==> config.mk <==
export PLATFORM = sky130hd
export DESIGN_NAME = q24_post
export DESIGN_NICKNAME = d
export VERILOG_FILES = /design/src/rtl/core/q24_pkg.sv /design/src/rtl/core/q24_post.sv
export SDC_FILE = /design/constraint.sdc
export NUM_CORES = 1
export LEC_CHECK = 0
export BUFFER_PORTS_ARGS = -buffer_cell sky130_fd_sc_hd__buf_2
export CAP_MARGIN = 20
export CORE_MARGIN = 4
export CORE_UTILIZATION = 40
export DETAILED_ROUTE_END_ITERATION = 8
export GPL_TIMING_DRIVEN = 0
export PLACE_DENSITY = 0.62
export SETUP_SLACK_MARGIN = 0.4
export SYNTH_ARGS = -nofsm -noshare
export SYNTH_HDL_FRONTEND = slang
export SYNTH_SLANG_ARGS = --single-unit
==> constraint.sdc <==
create_clock -name clk_i -period 0.8 [get_ports clk_i]
set_input_delay 0.04 -clock clk_i [delete_from_list [all_inputs] [get_ports clk_i]]
set_output_delay 0.04 -clock clk_i [all_outputs]
set_load 0.05 [all_outputs]
==> src/rtl/core/q24_pkg.sv <==
// ----------------------------------------------------------------------------
// q24_pkg: shared types and constants of the Q24.8 ALU
// Opcodes, fixed widths and the payload that travels down the pipeline.
// ----------------------------------------------------------------------------
package q24_pkg;

  localparam int unsigned FracBits  = 8;
  localparam int unsigned WordBits  = 32;
  localparam int unsigned NumBits   = WordBits + FracBits;
  localparam int unsigned DivStages = 10;
  localparam int unsigned DivStep   = NumBits / DivStages;

  localparam logic [4:0] OpAdd  = 5'd0;
  localparam logic [4:0] OpSub  = 5'd1;
  localparam logic [4:0] OpMul  = 5'd2;
  localparam logic [4:0] OpDiv  = 5'd3;
  localparam logic [4:0] OpGt   = 5'd4;
  localparam logic [4:0] OpLt   = 5'd5;
  localparam logic [4:0] OpGe   = 5'd6;
  localparam logic [4:0] OpLe   = 5'd7;
  localparam logic [4:0] OpEq   = 5'd8;
  localparam logic [4:0] OpNe   = 5'd9;
  localparam logic [4:0] OpMin  = 5'd10;
  localparam logic [4:0] OpMax  = 5'd11;
  localparam logic [4:0] OpInc  = 5'd12;
  localparam logic [4:0] OpDec  = 5'd13;
  localparam logic [4:0] OpItoF = 5'd14;
  localparam logic [4:0] OpFtoI = 5'd15;
  localparam logic [4:0] OpFlIn = 5'd16;
  localparam logic [4:0] OpFlOu = 5'd17;

  // what the front stage hands to the back end
  typedef struct packed {
    logic [31:0] res;     // finished result of the simple ops
    logic        cmp;
    logic        err;
    logic        div_en;  // result comes from the divider
    logic        dneg;    // quotient sign
    logic        fl_en;   // result is fixed->float
    logic        fsign;
    logic [31:0] fmag;
    logic [4:0]  flz;
  } pay_t;

endpackage

==> src/rtl/core/q24_post.sv <==
// ----------------------------------------------------------------------------
// q24_post: back stage
// Signs and saturates the quotient, rounds fixed->float, output register.
// ----------------------------------------------------------------------------
module q24_post (
  input  logic                        clk_i,
  input  logic                        rst_ni,
  input  logic                        en_i,
  input  logic                        vld_i,
  input  q24_pkg::pay_t               pay_i,
  input  logic [q24_pkg::NumBits-1:0] quo_i,
  output logic                        vld_o,
  output logic signed [31:0]          result_value_o,
  output logic                        compare_true_o,
  output logic                        error_flag_o
);
  import q24_pkg::*;

  logic        vld_q;
  logic [31:0] res_d, res_q;
  logic        cmp_q;
  logic        err_d, err_q;
  logic [31:0] norm;
  logic [24:0] mant;
  logic        rnd;
  logic [7:0]  expb;

  always_comb begin
    norm = pay_i.fmag << pay_i.flz;
    rnd  = norm[7] && ((|norm[6:0]) || norm[8]);
    mant = {1'b0, norm[31:8]} + {24'd0, rnd};
    // exponent is (31 - lz) + 127 - FracBits
    expb = 8'(8'd158 - FracBits - {3'd0, pay_i.flz});
    if (mant[24]) begin
      mant = mant >> 1;
      expb = expb + 8'd1;
    end

    res_d = pay_i.res;
    err_d = pay_i.err;
    if (pay_i.div_en) begin
      if (pay_i.dneg) begin
        if (quo_i > NumBits'(33'h0_8000_0000)) begin
          res_d = 32'h8000_0000;
          err_d = 1'b1;
        end else begin
          res_d = 32'(-quo_i);
        end
      end else begin
        if (quo_i > NumBits'(33'h0_7FFF_FFFF)) begin
          res_d = 32'h7FFF_FFFF;
          err_d = 1'b1;
        end else begin
          res_d = quo_i[31:0];
        end
      end
    end else if (pay_i.fl_en) begin
      res_d = {pay_i.fsign, expb, mant[22:0]};
    end
  end

  always_ff @(posedge clk_i or negedge rst_ni) begin
    if (!rst_ni) begin
      vld_q <= 1'b0;
    end else if (en_i) begin
      vld_q <= vld_i;
    end
  end

  always_ff @(posedge clk_i) begin
    if (en_i) begin
      res_q <= res_d;
      cmp_q <= pay_i.cmp;
      err_q <= err_d;
    end
  end

  assign vld_o          = vld_q;
  assign result_value_o = res_q;
  assign compare_true_o = cmp_q;
  assign error_flag_o   = err_q;

endmodule

### Yosys cells after proc, flatten, opt, wreduce, memory -nomap -nowiden

Cells that the tools add are included.
W data, S select, Z words.

* flip-flop bits (word level): 35
* bits of input ports: 119
* output and inout port bits: 35

* add/sub/neg operators: 4
* magnitude comparators: 2
* shift operators: 1
* multiplexer cells: 11
* reduce and logical (&&, ||, !) cells: 3

Operators by type and width (count)
* $mux W32: 5
* $gt A40 B31 Y1 const B: 1
* $gt A40 B32 Y1 const B: 1
* $neg A32 Y32: 1
* $shl A32 B5 Y32: 1
* $add A24 B1 Y25: 1
* $mux W23: 1
* $add A8 B1 Y8 const B: 1
* $mux W8: 1
* $sub A8 B5 Y8 const A: 1
* $reduce_or A7 Y1: 1
* $mux W1: 4
* $logic_and A1 B1 Y1: 1
* $logic_or A1 B1 Y1: 1

### Longest topological paths before layout

* depth in word-level cells: 8
* depth in mapped cells: 16
* mapped depth without buffers: 12

### Worst setup path after synthesis

No wires, ideal clock.

* kind: input port to flip-flop
* start: in pay_i[0] in the netlist's numbering
* end: reg res_q[23], in the netlist result_value_o[23], data pin
* arrival time: 2.900 ns
* slack: -2.356 ns
* stages on the path: 13
* buffers on the path: 2
* cell sequence: buf_4 -> buf_2 -> nor2_1 -> a22o_1 -> nor2_1 -> and3_1 -> ha_1 -> nand2_1 -> or4_4 -> or4_4 -> o21ai_1 -> nand3_1 -> a22o_1

* cells in the longest elaborated chain, start to end: 8
* elaborated cells on any way between the ends: 10
* classes of those cells: add/sub (3); shift (1); mux (3); reduce/logical (3)

RTL lines
* start: declaration: RTL line q24_post.sv:10 `input q24_pkg::pay_t pay_i,`
* $shl A32 B5 Y32: RTL line q24_post.sv:29 `norm = pay_i.fmag << pay_i.flz;`
* $reduce_or A7 Y1: RTL line q24_post.sv:30 `rnd = norm[7] && ((|norm[6:0]) || norm[8]);`
* $logic_or A1 B1 Y1: RTL line q24_post.sv:30
* $logic_and A1 B1 Y1: RTL line q24_post.sv:30
* $add A24 B1 Y25: RTL line q24_post.sv:31 `mant = {1'b0, norm[31:8]} + {24'd0, rnd};`
* $mux W8 *: RTL line q24_post.sv:34 `if (mant[24]) begin`
* $mux W32 *: RTL line q24_post.sv:57 `end else if (pay_i.fl_en) begin`
* $mux W32 *: RTL line q24_post.sv:41 `if (pay_i.div_en) begin`
* net res_d[23]: RTL line q24_post.sv:20 `logic [31:0] res_d, res_q;`
* end signal: assignment: RTL line q24_post.sv:72 `res_q <= res_d;`
* end: declaration: RTL line q24_post.sv:20

The timed path passes the listed nets; every way through them passes the cells marked *.
A chain may end at the register's enable or synchronous reset.

### Worst setup path in the final report

* start: in pay_i[1] in the netlist's numbering
* end: reg res_q[23], in the netlist result_value_o[23], data pin

* cells in the longest elaborated chain, start to end: 8

RTL lines (RTL line)
* $shl A32 B5 Y32 *: q24_post.sv:29
* $reduce_or A7 Y1: q24_post.sv:30
* $logic_or A1 B1 Y1: q24_post.sv:30
* $logic_and A1 B1 Y1: q24_post.sv:30
* $add A24 B1 Y25 *: q24_post.sv:31
* $mux W8 *: q24_post.sv:34
* $mux W32 *: q24_post.sv:57
* $mux W32 *: q24_post.sv:41
* net res_d[23]: q24_post.sv:20

Marked as above.

==> flow_summary.yaml <==
outcome:
  outcome: "complete, but fails checks"
  violations: "hold timing, setup timing"
yosys:
  yosysTopAreaCellShare_pct: 19.0
  yosys.area.top_type: "edfxtp_1"
  synth-edff-count: 34
  synthFlopType: "edfxtp_1"
  synth_fp_nets: 768
  synth_most_common_cell: "a21oi_1"
  yosys-top-cells-area: "edfxtp_1 (19%), mux2i_1 (8.6%), a21oi_1 (5.5%), mux4_2 (5.0%), mux4_1 (4.4%)"
  yosys_warnings: 0
  ys_seq_area_share_pct: 19.4
  synth_cell_type_count: 86
  synth_cells: 646
  synthArstFlopShare_pct: 2.86
  synthTopCellsByCount: "a21oi_1 (59), nor2_1 (55), mux2i_1 (46), nand2_1 (41), clkbuf_1 (35)"
  ys_ff_latch: 35
  synth_area_um2: 5380
  syn_avg_cell_area_um2: 8.33
clocking:
  clock-sinks: 35
  clockRootBuffer: "clkbuf_16"
  htree_levels: 2
  cts_buffer_depth: 2
  clk_pin_slew_ns: 0.06
  cts_hold_buffers: 1
  cts_tree: "done"
  numCtsBuffers: 5
  clk-insertion-delay-late_ns: 0.29
floorplan:
  die_x_um: 124
  die_area_um2: 15400
  rows: 42
  core_area_um2: 13200
  io_pins: 154
  die_height_um: 124
  start_util_pct: 40.8
job:
  drv_cap: 0
power_and_ir_drop:
  irDropWorstVdd_mv: 0.662
  total_power_mw: 9.61
  power_density_nw_per_um2: 1180
  p_leak_nw: 3.17
timing:
  worstMarginPinSlew_ns: 0.814
  clock_skew_ns: 0
  min_period_over_period_pct: 389
  rsz0062_at_grt: "true"
  maxSlewViolCount: 0
  clock.fmax_ghz: 0.321
  period_minus_slack_ns: 3.11
  final.setup.worst_slack_ns: -2.31
  finalHoldViolCount: 2
  setup_viol: 68
  whs_ns: -0.0719
  slew_headroom_pct: 45.7
global_routing:
  antenna_found_initial: 0
  grt_pass1_vias: 6373
  grt_max_degree: 36
  grt_remaining_overflow: 0
  grt_pass1_wl_mm: 35.4
  grtUsageTotal_pct: 29.8
drt:
  drc: 0
  routedWlPerCell_um: 23.0
  drt_iter0_markers: 747
  viasPerCell: 6.52
  vias: 6795
  firstDrtPassIters: 5
  drt_wl_total_mm: 23.9
  ant_nets: 0
worst_hold_path:
  hold_class: "input port to flip-flop"
  whs_endpoint: "compare_true_o$_DFFE_PP_"
  holdPathStages: 1
  worst_hold_startpoint: "pay_i[42]"
critical_path:
  rrSetupSlack_ns: 0.02
  cp.arrival_ns: 3.15
  cp-end-kind: "flip-flop"
  crit_fanout: 6
  r2r_start: "vld_o$_DFFE_PN0P_"
  rr_worst_depth: 1
  startpoint: "pay_i[1]"
  start_kind: "input port"
  cp.required_ns: 0.83
  critPathKind: "input port to flip-flop"
  r2r-end: "vld_o$_DFFE_PN0P_"
finish:
  stdcell_count: 1042
  drive_above_1_share_pct: 45.3
  postLayoutCoreUtil_pct: 61.6
  diodes: 0
  area_growth_pct: 51.0
  nets: 987
placement:
  dp.cells: 971
  dp_hpwl_mm: 18.1
  portBuffers: 149
  place_congestion: 0.986
## report_power, final
| group | internal, mW | switching (mW) |
|---|---|---|
| Sequential | 2.25 | 0.0976 |
| Clock | 1.47 | 0.861 |
| Combinational | 2.01 | 2.92 |
| Total | 5.73 | 3.88 |
## registers in the layout, summed over array words and instances (netlist names)
| name | flops |
|---|---|
| vld_o | 1 |
| compare_true_o | 1 |
| result_value_o | 32 |
| error_flag_o | 1 |
## worst max-delay path, cell delays in order
cell	delay (ns)
buf_8	0.10
buf_12	0.13
buf_12	0.14
buf_2	0.17
nor2b_1	0.29
mux2i_2	0.22
o32ai_4	0.34
nand2_4	0.09
or4_4	0.60
or4_4	0.50
o21ai_2	0.16
nand3_1	0.08
a22o_1	0.28
## worst max path at each step
| stage | slack [ns] | to | cells after the start |
|---|---|---|---|
| CTS | -2.28 | result_value_o[23]$_DFFE_PP_ | 13 |
| global route | -2.40 | result_value_o[23]$_DFFE_PP_ | 15 |
| detailed placement | -3.39 | result_value_o[17]$_DFFE_PP_ | 12 |
| finish | -2.31 | result_value_o[23]$_DFFE_PP_ | 13 |
| floorplan | -2.25 | result_value_o[23]$_DFFE_PP_ | 10 |
| global placement | -3.29 | result_value_o[17]$_DFFE_PP_ | 12 |
## metrics by stage
step	setup slack, ns	TNS [ns]	area [um2]
after global routing	-2.40	-75.74	8120
after detailed placement	-3.39	-110.99	6500
after global placement	-3.29	-108.93	6500
final	-2.31	-73.27	8120
after CTS	-2.28	-71.52	7760
after floorplan	-2.25	-67.40	5530
## layout make-up
type	count	area, um2
tap	176	220
clock buffer	5	125
sequential	35	1050
buffer	53	397
timing repair buffer	212	1590
multi-input combinational	548	4670
fill	1178	5070
inverter	10	37.5
clock inverter	3	43.8
## layout by cell type (no fill, tap or decap), types with 15 or more instances in the layout
master and instances:
a21oi_1 43, a21oi_2 16, buf_2 112, buf_4 50, buf_6 50, clkbuf_1 18
edfxtp_1 34, mux2i_1 37, mux4_2 15, nand2_1 39, nor2_1 44, nor3_1 19
o21ai_0 25
## metal layers
layer / share of wire [%] / vias to the layer above / GRT usage (%)
met5: 0 / - / 0
met1: 41 / 3265 / 38.5
met3: 8.3 / 76 / 3.22
met2: 47 / 445 / 50.9
met4: 3.8 / 0 / 12.1
li1: - / 3009 / -
## kinds of logic after synthesis
| group | after synthesis | share of synthesized area (%) |
|---|---|---|
| and+or+nand+nor | 232 | 23.4 |
| AOI/OAI and AO/OA | 216 | 27.8 |
| muxes | 76 | 19.9 |
| buffers and inverters | 63 | 5.40 |
| DFF | 35 | 19.4 |
| xor gates and xnor gates | 21 | 3.42 |
| adders and majority gates | 3 | 0.698 |
## repair_timing
action,CTS,global route
setup buffers,45,15
resized for setup,184,63
setup endpoints to repair,103,69
pin swaps,38,26
hold endpoints to repair,3,1
gates cloned,2,0
(Power assumes the default switching activity.)
