**src/rtl/core/q24_pkg.sv**
```systemverilog
// ----------------------------------------------------------------------------
// q24_pkg: shared types and constants of the Q24.8 ALU
// Opcodes, fixed widths and the payload that travels down the pipeline.
// ----------------------------------------------------------------------------
package q24_pkg;

  localparam int unsigned FracBits  = 8;
  localparam int unsigned WordBits  = 32;
  localparam int unsigned NumBits   = WordBits + FracBits;
  localparam int unsigned DivStages = 10;
  localparam int unsigned DivStep   = NumBits / DivStages;

  localparam logic [4:0] OpAdd  = 5'd0;
  localparam logic [4:0] OpSub  = 5'd1;
  localparam logic [4:0] OpMul  = 5'd2;
  localparam logic [4:0] OpDiv  = 5'd3;
  localparam logic [4:0] OpGt   = 5'd4;
  localparam logic [4:0] OpLt   = 5'd5;
  localparam logic [4:0] OpGe   = 5'd6;
  localparam logic [4:0] OpLe   = 5'd7;
  localparam logic [4:0] OpEq   = 5'd8;
  localparam logic [4:0] OpNe   = 5'd9;
  localparam logic [4:0] OpMin  = 5'd10;
  localparam logic [4:0] OpMax  = 5'd11;
  localparam logic [4:0] OpInc  = 5'd12;
  localparam logic [4:0] OpDec  = 5'd13;
  localparam logic [4:0] OpItoF = 5'd14;
  localparam logic [4:0] OpFtoI = 5'd15;
  localparam logic [4:0] OpFlIn = 5'd16;
  localparam logic [4:0] OpFlOu = 5'd17;

  // what the front stage hands to the back end
  typedef struct packed {
    logic [31:0] res;     // finished result of the simple ops
    logic        cmp;
    logic        err;
    logic        div_en;  // result comes from the divider
    logic        dneg;    // quotient sign
    logic        fl_en;   // result is fixed->float
    logic        fsign;
    logic [31:0] fmag;
    logic [4:0]  flz;
  } pay_t;

endpackage

```
**src/rtl/core/q24_div.sv**
```systemverilog
// ----------------------------------------------------------------------------
// q24_div: pipelined restoring divider
// Unsigned 40-by-32 division, four quotient bits per stage; side payload
// travels along.
// ----------------------------------------------------------------------------
module q24_div (
  input  logic                        clk_i,
  input  logic                        rst_ni,
  input  logic                        en_i,
  input  logic                        vld_i,
  input  q24_pkg::pay_t               pay_i,
  input  logic [q24_pkg::NumBits-1:0] num_i,
  input  logic [31:0]                 den_i,
  output logic                        vld_o,
  output q24_pkg::pay_t               pay_o,
  output logic [q24_pkg::NumBits-1:0] quo_o
);
  import q24_pkg::*;

  // index 0 is the stage input, index s+1 the register after stage s
  logic               vld_w [DivStages+1];
  pay_t               pay_w [DivStages+1];
  logic [NumBits-1:0] nq_w  [DivStages+1];
  logic [31:0]        rem_w [DivStages+1];
  logic [31:0]        den_w [DivStages+1];

  assign vld_w[0] = vld_i;
  assign pay_w[0] = pay_i;
  assign nq_w[0]  = num_i;
  assign rem_w[0] = '0;
  assign den_w[0] = den_i;

  for (genvar s = 0; s < DivStages; s++) begin : g_stage
    logic               vld_q;
    pay_t               pay_q;
    logic [NumBits-1:0] nq_d, nq_q;
    logic [31:0]        rem_d, rem_q;
    logic [31:0]        den_q;

    always_comb begin
      logic [32:0] t;
      nq_d  = nq_w[s];
      rem_d = rem_w[s];
      for (int i = 0; i < DivStep; i++) begin
        t = {rem_d, nq_d[NumBits-1]};
        if (t >= {1'b0, den_w[s]}) begin
          rem_d = 32'(t - {1'b0, den_w[s]});
          nq_d  = {nq_d[NumBits-2:0], 1'b1};
        end else begin
          rem_d = t[31:0];
          nq_d  = {nq_d[NumBits-2:0], 1'b0};
        end
      end
    end

    always_ff @(posedge clk_i or negedge rst_ni) begin
      if (!rst_ni) begin
        vld_q <= 1'b0;
      end else if (en_i) begin
        vld_q <= vld_w[s];
      end
    end

    always_ff @(posedge clk_i) begin
      if (en_i) begin
        pay_q <= pay_w[s];
        nq_q  <= nq_d;
        rem_q <= rem_d;
        den_q <= den_w[s];
      end
    end

    assign vld_w[s+1] = vld_q;
    assign pay_w[s+1] = pay_q;
    assign nq_w[s+1]  = nq_q;
    assign rem_w[s+1] = rem_q;
    assign den_w[s+1] = den_q;
  end

  assign vld_o = vld_w[DivStages];
  assign pay_o = pay_w[DivStages];
  assign quo_o = nq_w[DivStages];

endmodule

```
**config.mk**
```make
export PLATFORM = sky130hd
export DESIGN_NAME = q24_div
export DESIGN_NICKNAME = d
export VERILOG_FILES = /design/src/rtl/core/q24_pkg.sv /design/src/rtl/core/q24_div.sv
export SDC_FILE = /design/constraint.sdc
export NUM_CORES = 2
export LEC_CHECK = 0
export BUFFER_PORTS_ARGS = -buffer_cell sky130_fd_sc_hd__buf_4
export CAP_MARGIN = 20
export CORE_MARGIN = 2
export CORE_UTILIZATION = 40
export DETAILED_ROUTE_END_ITERATION = 8
export PLACE_DENSITY_LB_ADDON = 0.2
export SYNTH_ARGS = -nofsm -noshare
export SYNTH_HDL_FRONTEND = slang
export SYNTH_SLANG_ARGS = --single-unit
```
**constraint.sdc**
```tcl
create_clock -name clk_i -period 21.1 [get_ports clk_i]
set_input_delay 4.22 -clock clk_i [delete_from_list [all_inputs] [get_ports clk_i]]
set_output_delay 4.22 -clock clk_i [all_outputs]
set_load 0.02 [all_outputs]
```
# ---- After elaboration in Yosys (flattened, before gate mapping)
# Index checks and enable logic that the tools add are counted.
dict set report op_classes {
  add_sub_neg 39
  multipliers 0
  div 0
  n_lt_le_gt_ge 40
  n_eq_ne 0
  shifts 0
  n_mux 79
  bitwise 0
  n_reduce_logical 0
}
# op n
set ops {}
lappend ops {{33-bit by 32-bit >= comparator with 1-bit output} 39}
lappend ops {{32-bit 2-to-1 mux} 39}
lappend ops {{32-bit subtractor} 38}
lappend ops {{1-bit 2-to-1 mux} 40}
lappend ops {{1-bit by 32-bit >= comparator with 1-bit output} 1}
lappend ops {{1-bit by 32-bit subtractor with 32-bit output} 1}
dict set report word_totals {
  ff_bits 1736
  latch_bits 0
  ram_bits 0
  rom_bits 0
  output_inout_bits 116
  wordCells 286
  mem_count 0
}

# ---- Longest topological paths before layout
dict set report depth {
  ltp_word 8
  ltp_mapped 61
  ltp_nobuf 56
}

# ---- Least setup slack after synthesis
# Ideal clock, no wire load.
dict set report synth_timing {
  path_kind {input -> register}
  startpoint {in den_i[1]}
  endpoint {reg g_stage[0].rem_q[24] (data pin)}
  setup_time_ns 0.260
  arrival_time_ns 15.512
  slack_ns 5.328
  stages 48
  path_cell_list {inv_1 -> clkbuf_1 -> ha_1 -> clkbuf_1 -> a21oi_1 -> nor3_1 -> clkbuf_1 -> a21boi_0 -> ha_1 -> and3_1 -> a221o_1 -> o21ai_0 -> a21oi_1 -> or2_2 -> o31ai_2 -> clkinv_1 -> a21oi_1 -> ha_1 -> (+12 left out) -> mux2_2 -> inv_1 -> ha_1 -> nor2b_1 -> o21a_1 -> o21ai_0 -> a31oi_1 -> a221o_1 -> a21oi_1 -> o21ai_0 -> a2111oi_0 -> o31ai_1 -> o21a_1 -> o21ai_0 -> o211a_1 -> clkbuf_1 -> clkbuf_1 -> mux2_2}
}
dict set report synth_between {
  elab_chain_len 8
}
# element line_no
set synth_lines {}
lappend synth_lines {{start, declared} q24_div.sv:13} ;# input logic [31:0] den_i,
lappend synth_lines {{1-bit by 32-bit subtractor with 32-bit output or 1-bit by 32-bit >= comparator with 1-bit output (tied branches)} {q24_div.sv:47, q24_div.sv:46}}
lappend synth_lines {{32-bit 2-to-1 mux} q24_div.sv:46} ;# if (t >= {1'b0, den_w[s]}) begin
lappend synth_lines {{32-bit subtractor or 33-bit by 32-bit >= comparator with 1-bit output (tied branches)} {q24_div.sv:47, q24_div.sv:46}}
lappend synth_lines {{32-bit 2-to-1 mux} q24_div.sv:46}
lappend synth_lines {{32-bit subtractor or 33-bit by 32-bit >= comparator with 1-bit output (tied branches)} {q24_div.sv:47, q24_div.sv:46}}
lappend synth_lines {{32-bit 2-to-1 mux} q24_div.sv:46}
lappend synth_lines {{32-bit subtractor or 33-bit by 32-bit >= comparator with 1-bit output (tied branches)} {q24_div.sv:47, q24_div.sv:46}}
lappend synth_lines {{32-bit 2-to-1 mux (*)} q24_div.sv:46}
lappend synth_lines {{via g_stage[0].rem_d[24]} q24_div.sv:37} ;# logic [31:0] rem_d, rem_q;
lappend synth_lines {{end signal, assigned} q24_div.sv:68} ;# rem_q <= rem_d;
lappend synth_lines {{end, declared} q24_div.sv:37}
# The timed path passes the listed nets; every way through them passes the cells marked *.
# A chain may end at the register's enable or synchronous reset.

# ---- Final worst setup path
dict set report layout_timing {
  startpoint {in den_i[1]}
  endpoint {reg g_stage[0].rem_q[15] (data pin)}
}
# Same word-level chain as after synthesis.

==> results.md <==
Floorplan:
- The region available for standard cell placement spans 0.314 sq mm.
- The die area is 0.320 sq mm.
- During I/O placement, the number of pins put on the boundary was 267.
- The effective utilization at floorplan is 40.1%.
- The horizontal extent of the die is 566 um.
- The die is 566 um tall.
- After floorplanning, the core was divided into 206 placement rows.

Global routing:
- The pin count of the biggest net entering global routing is 158.
- Global routing finished with a remaining overflow of 0.
- Global routing used 23.0% of the available tracks across all layers.
- The via count of the first global-routing pass came to 93600.
- The first global-routing pass estimated 569000 um of wire.
- The number of antenna violations at the first check in global routing came to 27.

Drt:
- The per-cell via count in the routed design is 5.79.
- The total routed wirelength is 380000 um.
- The number of iterations in the first detailed-routing pass is 8.
- The via count is 98100.
- In this run the remaining antenna-violating nets after routing total 0.
- The starting DRC count in detailed routing is 9102.
- After detailed routing, the number of remaining DRC violations is 0.
- The average wire length per cell after detail routing is 22.4 um.

Finish:
- The net count reported at finish is 14000.
- The count of placed standard cells in the final layout, fillers left out is 16900.
- The post-synthesis to final-layout area growth is 10.9%.
- Of the cells placed in the final design, the portion with a size suffix greater than 1 is 10.5%.

STA:
- The max-slew violation count came to 0.
- The hold violation count in the final report is 0.
- Setup repair after global routing left no endpoint under its margin.
- The pin slew with the least headroom to its limit is 1.17 ns.
- Based on the critical path, the design can be clocked at up to 54.1 MHz.
- The shortest clock period the worst path allows after layout is 18.49 ns.
- Final hold analysis gives a worst-case slack of 0.363 ns.
- The final worst slack is 2.61 ns.
- The worst pin sits at a relative slew slack of 21.6%.
- The post-route clock period utilization is 87.7%.
- In the final timing run, aggregate negative setup slack is 0 ns.
- The number of failing setup endpoints in the final timing report is 0.
- On the final layout, the worst clock skew is 0.0970 ns.

Worst setup path:
- In this design, the largest share of critical-path delay is due to compound AO/OA/AOI/OAI gates.
- The required arrival time at the worst endpoint is 21.70 ns.
- The worst-case register-to-register setup slack is 4.33 ns.
- The slowest cell on the critical path is o211a_2.
- The number of buffers and inverters on the critical path is 7.
- The endpoint kind of the worst setup timing path is a flip-flop.
- In this run the worst path has a maximum fanout of 33.
- The most frequent cell on the critical path is a21oi_1.
- The peak per-stage delay on the critical path is 0.91 ns.
- The element type at the critical path start is an input port.
- The endpoint arrival time on the critical path is 19.10 ns.
- The critical path is of the input port to flip-flop type.

Hold path:
- In this run the worst hold path is classified as flip-flop to flip-flop.

Clocking:
- The H-tree was split into 4 levels.
- The buffer count from post-CTS setup fixing is 0.
- The post-CTS resize count is 0.
- The total CTS buffers is 202.
- The total of hold buffers inserted after clock tree synthesis is 0.
- The later pin in the worst-skew pair is clocked with a latency of 0.92 ns.
- The maximum buffer depth of the clock tree is 4.
- TritonCTS built the clock tree.
- Clock-pin slew was measured on the worst setup and hold paths at 0.07 ns.
- CTS placed an instance of clkbuf_16 at the clock tree root.
- The total clock sinks is 1736.

Placed design:
- The worst setup slack after placement is 1.91 ns.
- The count of buffers inserted at the top-level ports is 266.
- At the end of routability-driven placement, the weighted congestion stood at 0.972.
- The HPWL after detailed placement is 298000 um.
- The number of placed instances, taps included, is 16600.

Synth:
- The number of warning messages in the yosys log is 0.
- In this run, synthesis produced a sequential element count of 1736.
- In the synthesized netlist, the number of instances is 12300.
- The synthesized area per cell is 10.3 sq um.
- The combined area of all synthesized cells is 0.126 sq mm.
- Yosys mapped a number of flops with a built-in enable equal to 1726.
- When the netlist entered floorplanning its net count stood at 13700.
- The main flop type after synthesis is edfxtp_1.
- After synthesis, the netlist uses 101 different library cells.
- The share of async-settable or async-resettable flops after synthesis is 0.576%.
- The sequential element share of the synthesized area is 41.3%.

Outcome:
- The run finished with clean final reports.

Job:
- The max-capacitance violation count is 0.
-- state kept, by name, summed over array words and instances (netlist names) --
| register | flops |
|---|---|
| g_stage.den_q | 288 |
| g_stage.nq_q | 360 |
| g_stage.pay_q | 675 |
| g_stage.rem_q | 288 |
| g_stage.vld_q | 9 |
| pay_o | 75 |
| quo_o | 40 |
| vld_o | 1 |
-- cell families (layout without fill, tap and decap cells) --
group                      count (synthesis)  in the layout  synth area share, %
AOI/OAI and AO/OA                       3660           3660                 18.5
and+or+nand+nor                         2892           2892                 11.1
DFF                                     1736           1736                 41.3
adders and majority gates               1288           1288                 13.0
xor gates and xnor gates                1024           1024                 7.10
buffers and inverters                   1011           1483                 3.05
muxes                                    689            689                 6.04
other                                      0              3                    0
-- final timing paths --
kind                                              to                 from  cells after the start
worst min register to register    g_stage[7].nq_q[8]   g_stage[6].nq_q[4]                      0
worst max register to register   g_stage[7].rem_q[0]  g_stage[6].den_q[1]                     52
min in group asynchronous           g_stage[5].vld_q               rst_ni                      1
worst max-delay path            g_stage[0].rem_q[15]             den_i[1]                     47
max in group asynchronous           g_stage[4].vld_q               rst_ni                      1
worst min-delay path              g_stage[7].nq_q[8]   g_stage[6].nq_q[4]                      0
-- layout by cell type (no fill, tap or decap), types with 73 or more instances in the layout --
cell and count:
a211oi_1 105, o21a_1 215, o21ai_0 733, nand2_1 758
nand4_1 190, nor2_1 786, nor4_1 74, buf_4 336
o21bai_1 178, xor2_1 337, a31oi_1 108, nand2b_1 166
clkbuf_16 203, ha_1 1250, a21oi_1 1140, nand3_1 199
mux2i_1 105, o31ai_1 73, a21o_1 558, and3_1 106
nor2b_1 156, nor3_1 183, inv_1 753, xnor2_1 687
mux2_2 574, edfxtp_1 1726
-- cells in the mapped netlist (all sizes together) (38+ instances only) --
master,n,area share (%)
inv,764,2.3
xor2,337,2.3
ha,1250,12
nor2b,156,0.77
o21a,215,1.3
o21ai,741,2.9
nor2,792,2.4
o21bai,178,1.1
nand2b,166,0.82
and2,67,0.33
nand2,758,2.3
edfxtp,1726,41
o211ai,60,0.36
a221o,42,0.33
nand4,190,0.94
fa,38,0.60
xnor2,687,4.8
mux2,582,5.2
a31oi,109,0.55
clkbuf,181,0.54
o31ai,75,0.45
nand3,199,0.79
or2,48,0.24
mux2i,107,0.85
nor3,186,0.74
a21boi,48,0.29
or3,38,0.19
a211oi,107,0.65
and3,106,0.53
a21oi,1141,4.5
buf,62,0.23
a21o,558,3.3
nor4,74,0.37
-- layer usage --
layer / vias up / wire length, um / track usage, %
met2: 3238 / 162000 / 34.9
li1: 46900 / - / -
met3: 536 / 26100 / 3.52
met5: - / 140 / 0
met4: 22 / 11100 / 6.44
met1: 47400 / 181000 / 33.7
-- metrics by stage --
step,utilization [%],area [sq um]
after floorplan,-,126000
final,44.5,140000
after global routing,44.5,140000
after detailed placement,42.3,133000
after global placement,42.3,133000
after CTS,44.5,140000
-- final cells by class --
class	count	area [sq um]
Fill cell	29500	174000
Multi-Input combinational cell	9553	70400
Sequential cell	1736	52100
Tap cell	4160	5200
Clock buffer	231	5180
Inverter	768	2880
Timing Repair Buffer	344	2680
Clock inverter	140	1540
Antenna cell	3	7.51
Power is left out: the tool's default activity adds up to more than one toggle a clock period on the data nets, which glitch-free logic cannot reach.
