--- config.mk ---
export PLATFORM = sky130hd
export DESIGN_NAME = q24_pre
export DESIGN_NICKNAME = d
export VERILOG_FILES = /design/src/rtl/core/q24_pkg.sv /design/src/rtl/core/q24_pre.sv
export SDC_FILE = /design/constraint.sdc
export NUM_CORES = 2
export LEC_CHECK = 0
export BUFFER_PORTS_ARGS = -buffer_cell sky130_fd_sc_hd__buf_2
export CORE_ASPECT_RATIO = 0.5
export CORE_MARGIN = 2
export CORE_UTILIZATION = 30
export CTS_CLUSTER_DIAMETER = 200
export CTS_CLUSTER_SIZE = 10
export DETAILED_ROUTE_END_ITERATION = 16
export GPL_TIMING_DRIVEN = 0
export PLACE_DENSITY = 0.57
export SYNTH_ARGS = -nofsm -noshare
export SYNTH_HDL_FRONTEND = slang
export SYNTH_SLANG_ARGS = --single-unit
--- constraint.sdc ---
create_clock -name clk_i -period 0.9 [get_ports clk_i]
set_clock_uncertainty 0.05 [all_clocks]
set_input_delay 0.18 -clock clk_i [delete_from_list [all_inputs] [get_ports clk_i]]
set_output_delay 0.18 -clock clk_i [all_outputs]
set_load 0.05 [all_outputs]
--- src/rtl/core/q24_pkg.sv ---
// ----------------------------------------------------------------------------
// q24_pkg: shared types and constants of the Q24.8 ALU
// Opcodes, fixed widths and the payload that travels down the pipeline.
// ----------------------------------------------------------------------------
package q24_pkg;

  localparam int unsigned FracBits  = 8;
  localparam int unsigned WordBits  = 32;
  localparam int unsigned NumBits   = WordBits + FracBits;
  localparam int unsigned DivStages = 10;
  localparam int unsigned DivStep   = NumBits / DivStages;

  localparam logic [4:0] OpAdd  = 5'd0;
  localparam logic [4:0] OpSub  = 5'd1;
  localparam logic [4:0] OpMul  = 5'd2;
  localparam logic [4:0] OpDiv  = 5'd3;
  localparam logic [4:0] OpGt   = 5'd4;
  localparam logic [4:0] OpLt   = 5'd5;
  localparam logic [4:0] OpGe   = 5'd6;
  localparam logic [4:0] OpLe   = 5'd7;
  localparam logic [4:0] OpEq   = 5'd8;
  localparam logic [4:0] OpNe   = 5'd9;
  localparam logic [4:0] OpMin  = 5'd10;
  localparam logic [4:0] OpMax  = 5'd11;
  localparam logic [4:0] OpInc  = 5'd12;
  localparam logic [4:0] OpDec  = 5'd13;
  localparam logic [4:0] OpItoF = 5'd14;
  localparam logic [4:0] OpFtoI = 5'd15;
  localparam logic [4:0] OpFlIn = 5'd16;
  localparam logic [4:0] OpFlOu = 5'd17;

  // what the front stage hands to the back end
  typedef struct packed {
    logic [31:0] res;     // finished result of the simple ops
    logic        cmp;
    logic        err;
    logic        div_en;  // result comes from the divider
    logic        dneg;    // quotient sign
    logic        fl_en;   // result is fixed->float
    logic        fsign;
    logic [31:0] fmag;
    logic [4:0]  flz;
  } pay_t;

endpackage

--- src/rtl/core/q24_pre.sv ---
// ----------------------------------------------------------------------------
// q24_pre: front stage
// Decodes the opcode, computes the simple ops and prepares divide and
// fixed->float operands.
// ----------------------------------------------------------------------------
module q24_pre (
  input  logic                     clk_i,
  input  logic                     rst_ni,
  input  logic                     en_i,
  input  logic                     vld_i,
  input  logic [4:0]               opcode_i,
  input  logic signed [31:0]       operand_a_i,
  input  logic signed [31:0]       operand_b_i,
  output logic                     vld_o,
  output q24_pkg::pay_t            pay_o,
  output logic [q24_pkg::NumBits-1:0] num_o,
  output logic [31:0]              den_o
);
  import q24_pkg::*;

  logic                vld_q;
  pay_t                pay_d, pay_q;
  logic [NumBits-1:0]  num_d, num_q;
  logic [31:0]         den_d, den_q;

  logic [31:0]         abs_a, abs_b;
  logic signed [63:0]  prod;
  logic                gt, eq;
  logic [4:0]          lz;
  // float to fixed
  logic [7:0]          fex;
  logic [23:0]         fm;
  logic signed [9:0]   fk;
  logic [8:0]          fsh;
  logic [40:0]         fmag;
  logic [40:0]         fwide;
  logic                fsticky;
  logic [31:0]         fres;
  logic                ferr;

  always_comb begin
    abs_a = operand_a_i[31] ? 32'(-operand_a_i) : 32'(operand_a_i);
    abs_b = operand_b_i[31] ? 32'(-operand_b_i) : 32'(operand_b_i);
    prod  = operand_a_i * operand_b_i;
    gt    = operand_a_i > operand_b_i;
    eq    = operand_a_i == operand_b_i;

    lz = 5'd0;
    for (int i = 0; i < 32; i++) begin
      if (abs_a[i]) lz = 5'(31 - i);
    end

    fex     = operand_a_i[30:23];
    fm      = {fex != 8'd0, operand_a_i[22:0]};
    fk      = $signed({2'b00, (fex == 8'd0) ? 8'd1 : fex}) - 10'sd142;
    fsh     = 9'(-fk);
    fwide   = {17'd0, fm};
    fsticky = |(fwide & ~({41{1'b1}} << fsh[5:0]));
    if (fk >= 0) begin
      if (fk >= 10'sd9) fmag = 41'h100_0000_0000;
      else              fmag = fwide << fk[3:0];
    end else if (fsh >= 9'd40) begin
      fmag = {40'd0, fm != 24'd0};
    end else begin
      fmag = (fwide >> fsh[5:0]) + {40'd0, fsticky};
    end
    ferr = 1'b0;
    if (fex == 8'hFF) begin
      ferr = 1'b1;
      if (operand_a_i[22:0] != 23'd0) fres = 32'd0;
      else fres = operand_a_i[31] ? 32'h8000_0000 : 32'h7FFF_FFFF;
    end else if (operand_a_i[31]) begin
      if (fmag > 41'h0_8000_0000) begin
        ferr = 1'b1;
        fres = 32'h8000_0000;
      end else begin
        fres = 32'(-fmag);
      end
    end else begin
      if (fmag > 41'h0_7FFF_FFFF) begin
        ferr = 1'b1;
        fres = 32'h7FFF_FFFF;
      end else begin
        fres = fmag[31:0];
      end
    end

    pay_d        = '0;
    pay_d.dneg   = operand_a_i[31] ^ operand_b_i[31];
    pay_d.fsign  = operand_a_i[31];
    pay_d.fmag   = abs_a;
    pay_d.flz    = lz;
    num_d        = {abs_a, {FracBits{1'b0}}};
    den_d        = abs_b;
    unique case (opcode_i)
      OpAdd: pay_d.res = 32'(operand_a_i + operand_b_i);
      OpSub: pay_d.res = 32'(operand_a_i - operand_b_i);
      OpMul: pay_d.res = prod[FracBits +: WordBits];
      OpDiv: begin
        if (operand_b_i == 32'sd0) pay_d.err = 1'b1;
        else pay_d.div_en = 1'b1;
      end
      OpGt:  pay_d.cmp = gt;
      OpLt:  pay_d.cmp = !gt && !eq;
      OpGe:  pay_d.cmp = gt || eq;
      OpLe:  pay_d.cmp = !gt;
      OpEq:  pay_d.cmp = eq;
      OpNe:  pay_d.cmp = !eq;
      OpMin: pay_d.res = gt ? operand_b_i : operand_a_i;
      OpMax: pay_d.res = gt ? operand_a_i : operand_b_i;
      OpInc: pay_d.res = 32'(operand_a_i + 32'sd1);
      OpDec: pay_d.res = 32'(operand_a_i - 32'sd1);
      OpItoF: begin
        if (operand_a_i[31:23] != {9{operand_a_i[31]}}) begin
          pay_d.err = 1'b1;
          pay_d.res = operand_a_i[31] ? 32'h8000_0000 : 32'h7FFF_FFFF;
        end else begin
          pay_d.res = {operand_a_i[23:0], {FracBits{1'b0}}};
        end
      end
      OpFtoI: pay_d.res = 32'(operand_a_i >>> FracBits);
      OpFlIn: begin
        pay_d.res = fres;
        pay_d.err = ferr;
      end
      OpFlOu: pay_d.fl_en = abs_a != 32'd0;
      default: ;
    endcase
  end

  always_ff @(posedge clk_i or negedge rst_ni) begin
    if (!rst_ni) begin
      vld_q <= 1'b0;
    end else if (en_i) begin
      vld_q <= vld_i;
    end
  end

  always_ff @(posedge clk_i) begin
    if (en_i) begin
      pay_q <= pay_d;
      num_q <= num_d;
      den_q <= den_d;
    end
  end

  assign vld_o = vld_q;
  assign pay_o = pay_q;
  assign num_o = num_q;
  assign den_o = den_q;

endmodule

* Word-level counts from Yosys, hierarchy flattened *
Index checks and enable logic that the tools add are counted.

storage, ports and cells
  bits in registers = 108
  bits of input ports = 73
  logic and storage cells = 131

operators by class
  add/subtract/negate cells = 10
  multiply operators = 1
  magnitude comparators = 6
  equal/unequal tests = 20
  shifts and indexed selects = 3
  muxes and demuxes = 56
  bitwise logic cells = 3
  reduce and logical (&&, ||, !) cells = 16

operators by type and width
  kind                                                                                count
  32-bit 2-to-1 mux                                                                   10
  32-bit one-hot mux with 10 select lines                                             1
  41-bit 2-to-1 mux                                                                   3
  32-bit negator                                                                      3
  5-bit 2-to-1 mux                                                                    16
  41-bit by 1-bit adder with 41-bit output                                            1
  24-bit by 41-bit AND with 41-bit output                                             1
  41-bit by 31-bit greater-than comparator with 1-bit output (second input constant)  1
  41-bit by 32-bit greater-than comparator with 1-bit output (second input constant)  1
  41-bit NOT                                                                          1
  41-bit OR reduction                                                                 1
  24-bit by 4-bit << shifter with 41-bit output                                       1
  41-bit by 6-bit << shifter with 41-bit output (first input constant)                1
  24-bit by 6-bit >> shifter with 41-bit output                                       1
  5-bit by 4-bit == test with 1-bit output (second input constant)                    8
  32-bit by 32-bit multiplier with 40-bit output                                      1
  32-bit by 2-bit adder with 32-bit output (second input constant)                    1
  32-bit adder                                                                        1
  32-bit == test                                                                      1
  32-bit greater-than comparator                                                      1
  32-bit zero test                                                                    1
  4-bit 2-to-1 mux                                                                    8
  32-bit nonzero test                                                                 1
  32-bit by 2-bit subtractor with 32-bit output (second input constant)               1
  32 further kinds                                                                    49

* Longest topological paths before layout *
  depth after elaboration = 33
  gate-level depth with buffers = 36
  gate-level depth less buffers = 33

* Worst setup path before layout *
Ideal clock, no wire load.

  path type = input to register
  start point = input port operand_a_i[24]
  end point = register pay_q, in the netlist pay_o[74], data pin
  arrival time = 8.755 ns
  data required time = 0.578 ns
  setup slack = -8.177 ns
  cell stages on the path = 33
  buffers on the path = 9
  cells stage by stage = buf_4 > buf_4 > buf_4 > buf_4 > buf_4 > clkbuf_1 > clkbuf_1 > buf_1 > buf_1 > nand2_1 > fa_1 > fa_1 > fa_1 > fa_1 > inv_1 > fa_1 > fa_1 > fa_1 > fa_1 > ha_1 > a21o_1 > a21o_1 > a21o_1 > a21oi_1 > o31a_1 > nor2b_1 > nor4_1 > nor2_1 > a211oi_1 > o21bai_1 > mux2i_1 > nor2_1 > or4_1

RTL lines
  what                  line            RTL
  start, declared       q24_pre.sv:12   input logic signed [31:0] operand_a_i,
  end signal, assigned  q24_pre.sv:141  pay_q <= pay_d;
  end, declared         q24_pre.sv:22   pay_t pay_d, pay_q;

==> impl_metrics.json <==
{
  "fin_crit_sh_pct": 921,
  "clk_pin_slew_worst_paths_ps": 100,
  "drc": 0,
  "hold_class": "input pin to register",
  "cp.arrival_ps": 8400,
  "leakage_nw": 22.8,
  "yosysUniqueCellTypes": 109,
  "clock_latency_ps": 400,
  "cp.required_ps": 1010,
  "regToRegSetupSlack_ps": 80,
  "synth_edf_count": 107,
  "cpPeakStageDelay_ps": 580,
  "synth-simple-area-share_pct": 19.0,
  "ys_seq_area_share_pct": 8.35,
  "hold_viol": 0,
  "setup_viol": 315,
  "area_growth_syn_to_layout_pct": 29.9,
  "dr.pass1.iters": 8,
  "port-buffer-count": 212,
  "fin_nets": 6065,
  "overflow": 0,
  "hp-start": "opcode_i[4]",
  "cts_tree": "yes",
  "cts_sinks": 108,
  "critPathMostFrequentCell": "fa_1",
  "r2r_cells": 1,
  "antenna_found_initial": 9,
  "core_um2": 128000,
  "rsz0062_at_grt": "true",
  "post-place-ws_ps": -10050,
  "die_h_um": 258,
  "endpoint_kind": "register",
  "die_w_um": 512,
  "final_util_pct": 39.2,
  "ys_ff_latch": 108,
  "vias_per_cell": 5.63,
  "hpwl_um": 166000,
  "drive_gt1_share_pct": 24.2,
  "num_rows": 93,
  "via_count": 38407,
  "dieArea_um2": 132000,
  "grt_max_degree": 72,
  "timing.critical_path.buf_inv": 10,
  "syn_inst": 4651,
  "grt_pass1_vias": 38959,
  "drv_cap": 0,
  "period_minus_slack_ps": 8290,
  "routed_wirelength_um": 213000,
  "slew_headroom_pct": 15.1,
  "yosysWarnings": 0,
  "holdPathStages": 2,
  "synth_compound_area_share_pct": 12.6,
  "synthAdderAreaFrac_pct": 41.1,
  "powerDensity_nw_per_um2": 3930,
  "outcome": "complete, but fails checks",
  "cp_max_fo": 10,
  "grt_pass1_wl_um": 297000,
  "synth_xor_area_share_pct": 5.35,
  "syn-cell-area_um2": 38800,
  "slowest_stage": "fa_2",
  "whs_endpoint": "pay_o[42]",
  "synthMuxAreaShare_pct": 2.24,
  "peakVddDrop_mv": 5.16,
  "cts_buffers": 9,
  "rr_endpoint": "vld_o",
  "tightest_slew_ps": 1270,
  "reg2reg_from": "vld_o",
  "cts_root_buf": "clkbuf_16",
  "regArea_um2": 3240,
  "grt_util_all_layers_pct": 31.6,
  "multi_input_comb_area_um2": 33800,
  "crit_type": "input pin to register",
  "maxSlewViolCount": 0,
  "avgSynthCellArea_um2": 8.34,
  "ios": 221,
  "place_congestion": 1.02,
  "worstSetupStartpointType": "input pin",
  "postRouteAntennaNets": 0,
  "synth_top_family_by_area": "adder cells",
  "async_flop_share_pct": 0.926,
  "worst_path_dominant_cell_family": "adder cells",
  "layout_setup_ws_ps": -7390,
  "start_util_pct": 30.2,
  "ys.flop_type": "edfxtp_1",
  "avgRoutedWirePerCell_um": 31.2,
  "htree_levels": 3,
  "violations": "negative setup slack",
  "fill_cells": 12944,
  "drt_first_iter_violations": 4211,
  "clock.fmax_mhz": 121,
  "cts_buffer_depth": 2
}
through the flow:
stage / hold WS, ps / power, mW / setup TNS [ps] / cells / area [um2]
6_report: 87.4 / 198 / -374920 / 6826 / 50400
2_1_floorplan: -166 / 121 / -297280 / 4658 / 40500
4_1_cts: 72.6 / 182 / -379640 / 6773 / 49100
5_1_grt: 99.2 / 208 / -391550 / 6823 / 50400
3_5_place_dp: -94.1 / 142 / -497760 / 6583 / 43800
3_3_place_gp: -93.9 / 140 / -620750 / 6580 / 43700
logic make-up after synthesis:
| group | after synthesis |
|---|---|
| xor+xnor | 236 |
| flops | 108 |
| simple gates | 1525 |
| compound gates | 707 |
| mux | 66 |
| other cells | 1 |
| fa+ha+maj | 887 |
| buf+inv | 1121 |
layout make-up:
class / count / share of cell area (%)
Tap cell: 1710 / 4.25
Timing Repair Buffer: 438 / 7.37
Sequential cell: 108 / 6.43
Clock buffer: 10 / 0.454
Multi-Input combinational cell: 3429 / 67.1
Buffer: 339 / 8.17
Antenna cell: 6 / 0.0298
Inverter: 780 / 6.05
Clock inverter: 6 / 0.149
per-layer routing:
metal | wire length, um | global-route usage, %
met2 | 93100 | 49.2
met1 | 82400 | 40.4
met5 | 43 | 0
met4 | 13300 | 16.1
met3 | 24000 | 8.63
how the worst max path moves through the flow:
| stage | startpoint | to | slack (ps) | cells after the start |
|---|---|---|---|---|
| 2_1_floorplan | operand_a_i[24] | pay_o[74] | -7000 | 33 |
| 3_5_place_dp | operand_a_i[31] | pay_o[74] | -10050 | 27 |
| 6_report | operand_a_i[7] | pay_o[74] | -7390 | 33 |
| 3_3_place_gp | operand_a_i[31] | pay_o[74] | -9860 | 27 |
| 5_1_grt | operand_a_i[7] | pay_o[74] | -7500 | 33 |
| 4_1_cts | operand_a_i[12] | pay_o[74] | -7360 | 33 |
cell usage after synthesis, types with 20 or more instances:
cell	n	area share (%)
a21o_1	37	0.72
xnor2_1	185	4.2
buf_1	43	0.42
nand3_1	45	0.58
nand2b_1	48	0.77
nor4_1	26	0.42
o22ai_1	27	0.44
edfxtp_1	107	8.3
xor2_1	50	1.1
mux2i_1	44	1.1
inv_1	761	7.4
a211oi_1	20	0.39
buf_2	30	0.39
and2_1	219	3.5
nor2b_1	34	0.55
nand4_1	39	0.63
nor3_1	70	0.90
nand2_1	611	5.9
o21ai_0	137	1.8
a221oi_1	21	0.47
buf_4	48	0.93
ha_1	243	7.8
o221ai_1	23	0.52
a31oi_1	35	0.56
fa_1	644	33
a211o_1	23	0.52
o211ai_1	33	0.64
a21oi_1	159	2.1
or3_1	25	0.40
clkbuf_1	219	2.1
nor2_1	291	2.8
state kept, by name (all words and copies together), names as in the netlist:
name	cells
den_o	32
num_o	32
pay_o	43
vld_o	1
power breakdown:
| group | switching [mW] | internal [mW] | leakage [nW] | total [mW] |
|---|---|---|---|---|
| clock network | 2.37 | 2.23 | 0.151 | 4.60 |
| registers | 0.230 | 6.34 | 1.05 | 6.57 |
| logic | 104 | 83.0 | 21.6 | 187 |
cell usage in the layout, fill, tap and decap left out, drive strengths merged, types with 21 or more instances in the layout:
master | synthesis | layout
o211ai | 34 | 34
a211o | 23 | 23
xor2 | 50 | 50
a221oi | 21 | 21
or3 | 25 | 25
o21ai | 145 | 145
inv | 764 | 768
ha | 243 | 243
and2 | 220 | 220
a31oi | 37 | 37
nand4 | 40 | 40
mux2i | 44 | 44
nor2 | 293 | 293
nor3 | 72 | 72
edfxtp | 107 | 107
nor2b | 34 | 34
a21oi | 160 | 160
buf | 122 | 570
a21o | 37 | 37
xnor2 | 186 | 186
nand3 | 46 | 46
o22ai | 30 | 30
nor4 | 29 | 29
nand2b | 48 | 48
o221ai | 25 | 25
clkbuf | 219 | 212
fa | 644 | 644
nand2 | 612 | 612
what timing repair did:
action,CTS,global route
hold endpoints to repair,4,0
endpoints found under the setup margin,315,315
pin swaps,172,100
hold buffers,5,0
gates resized for setup,765,218
buffers inserted,170,50
(Power assumes the default switching activity.)
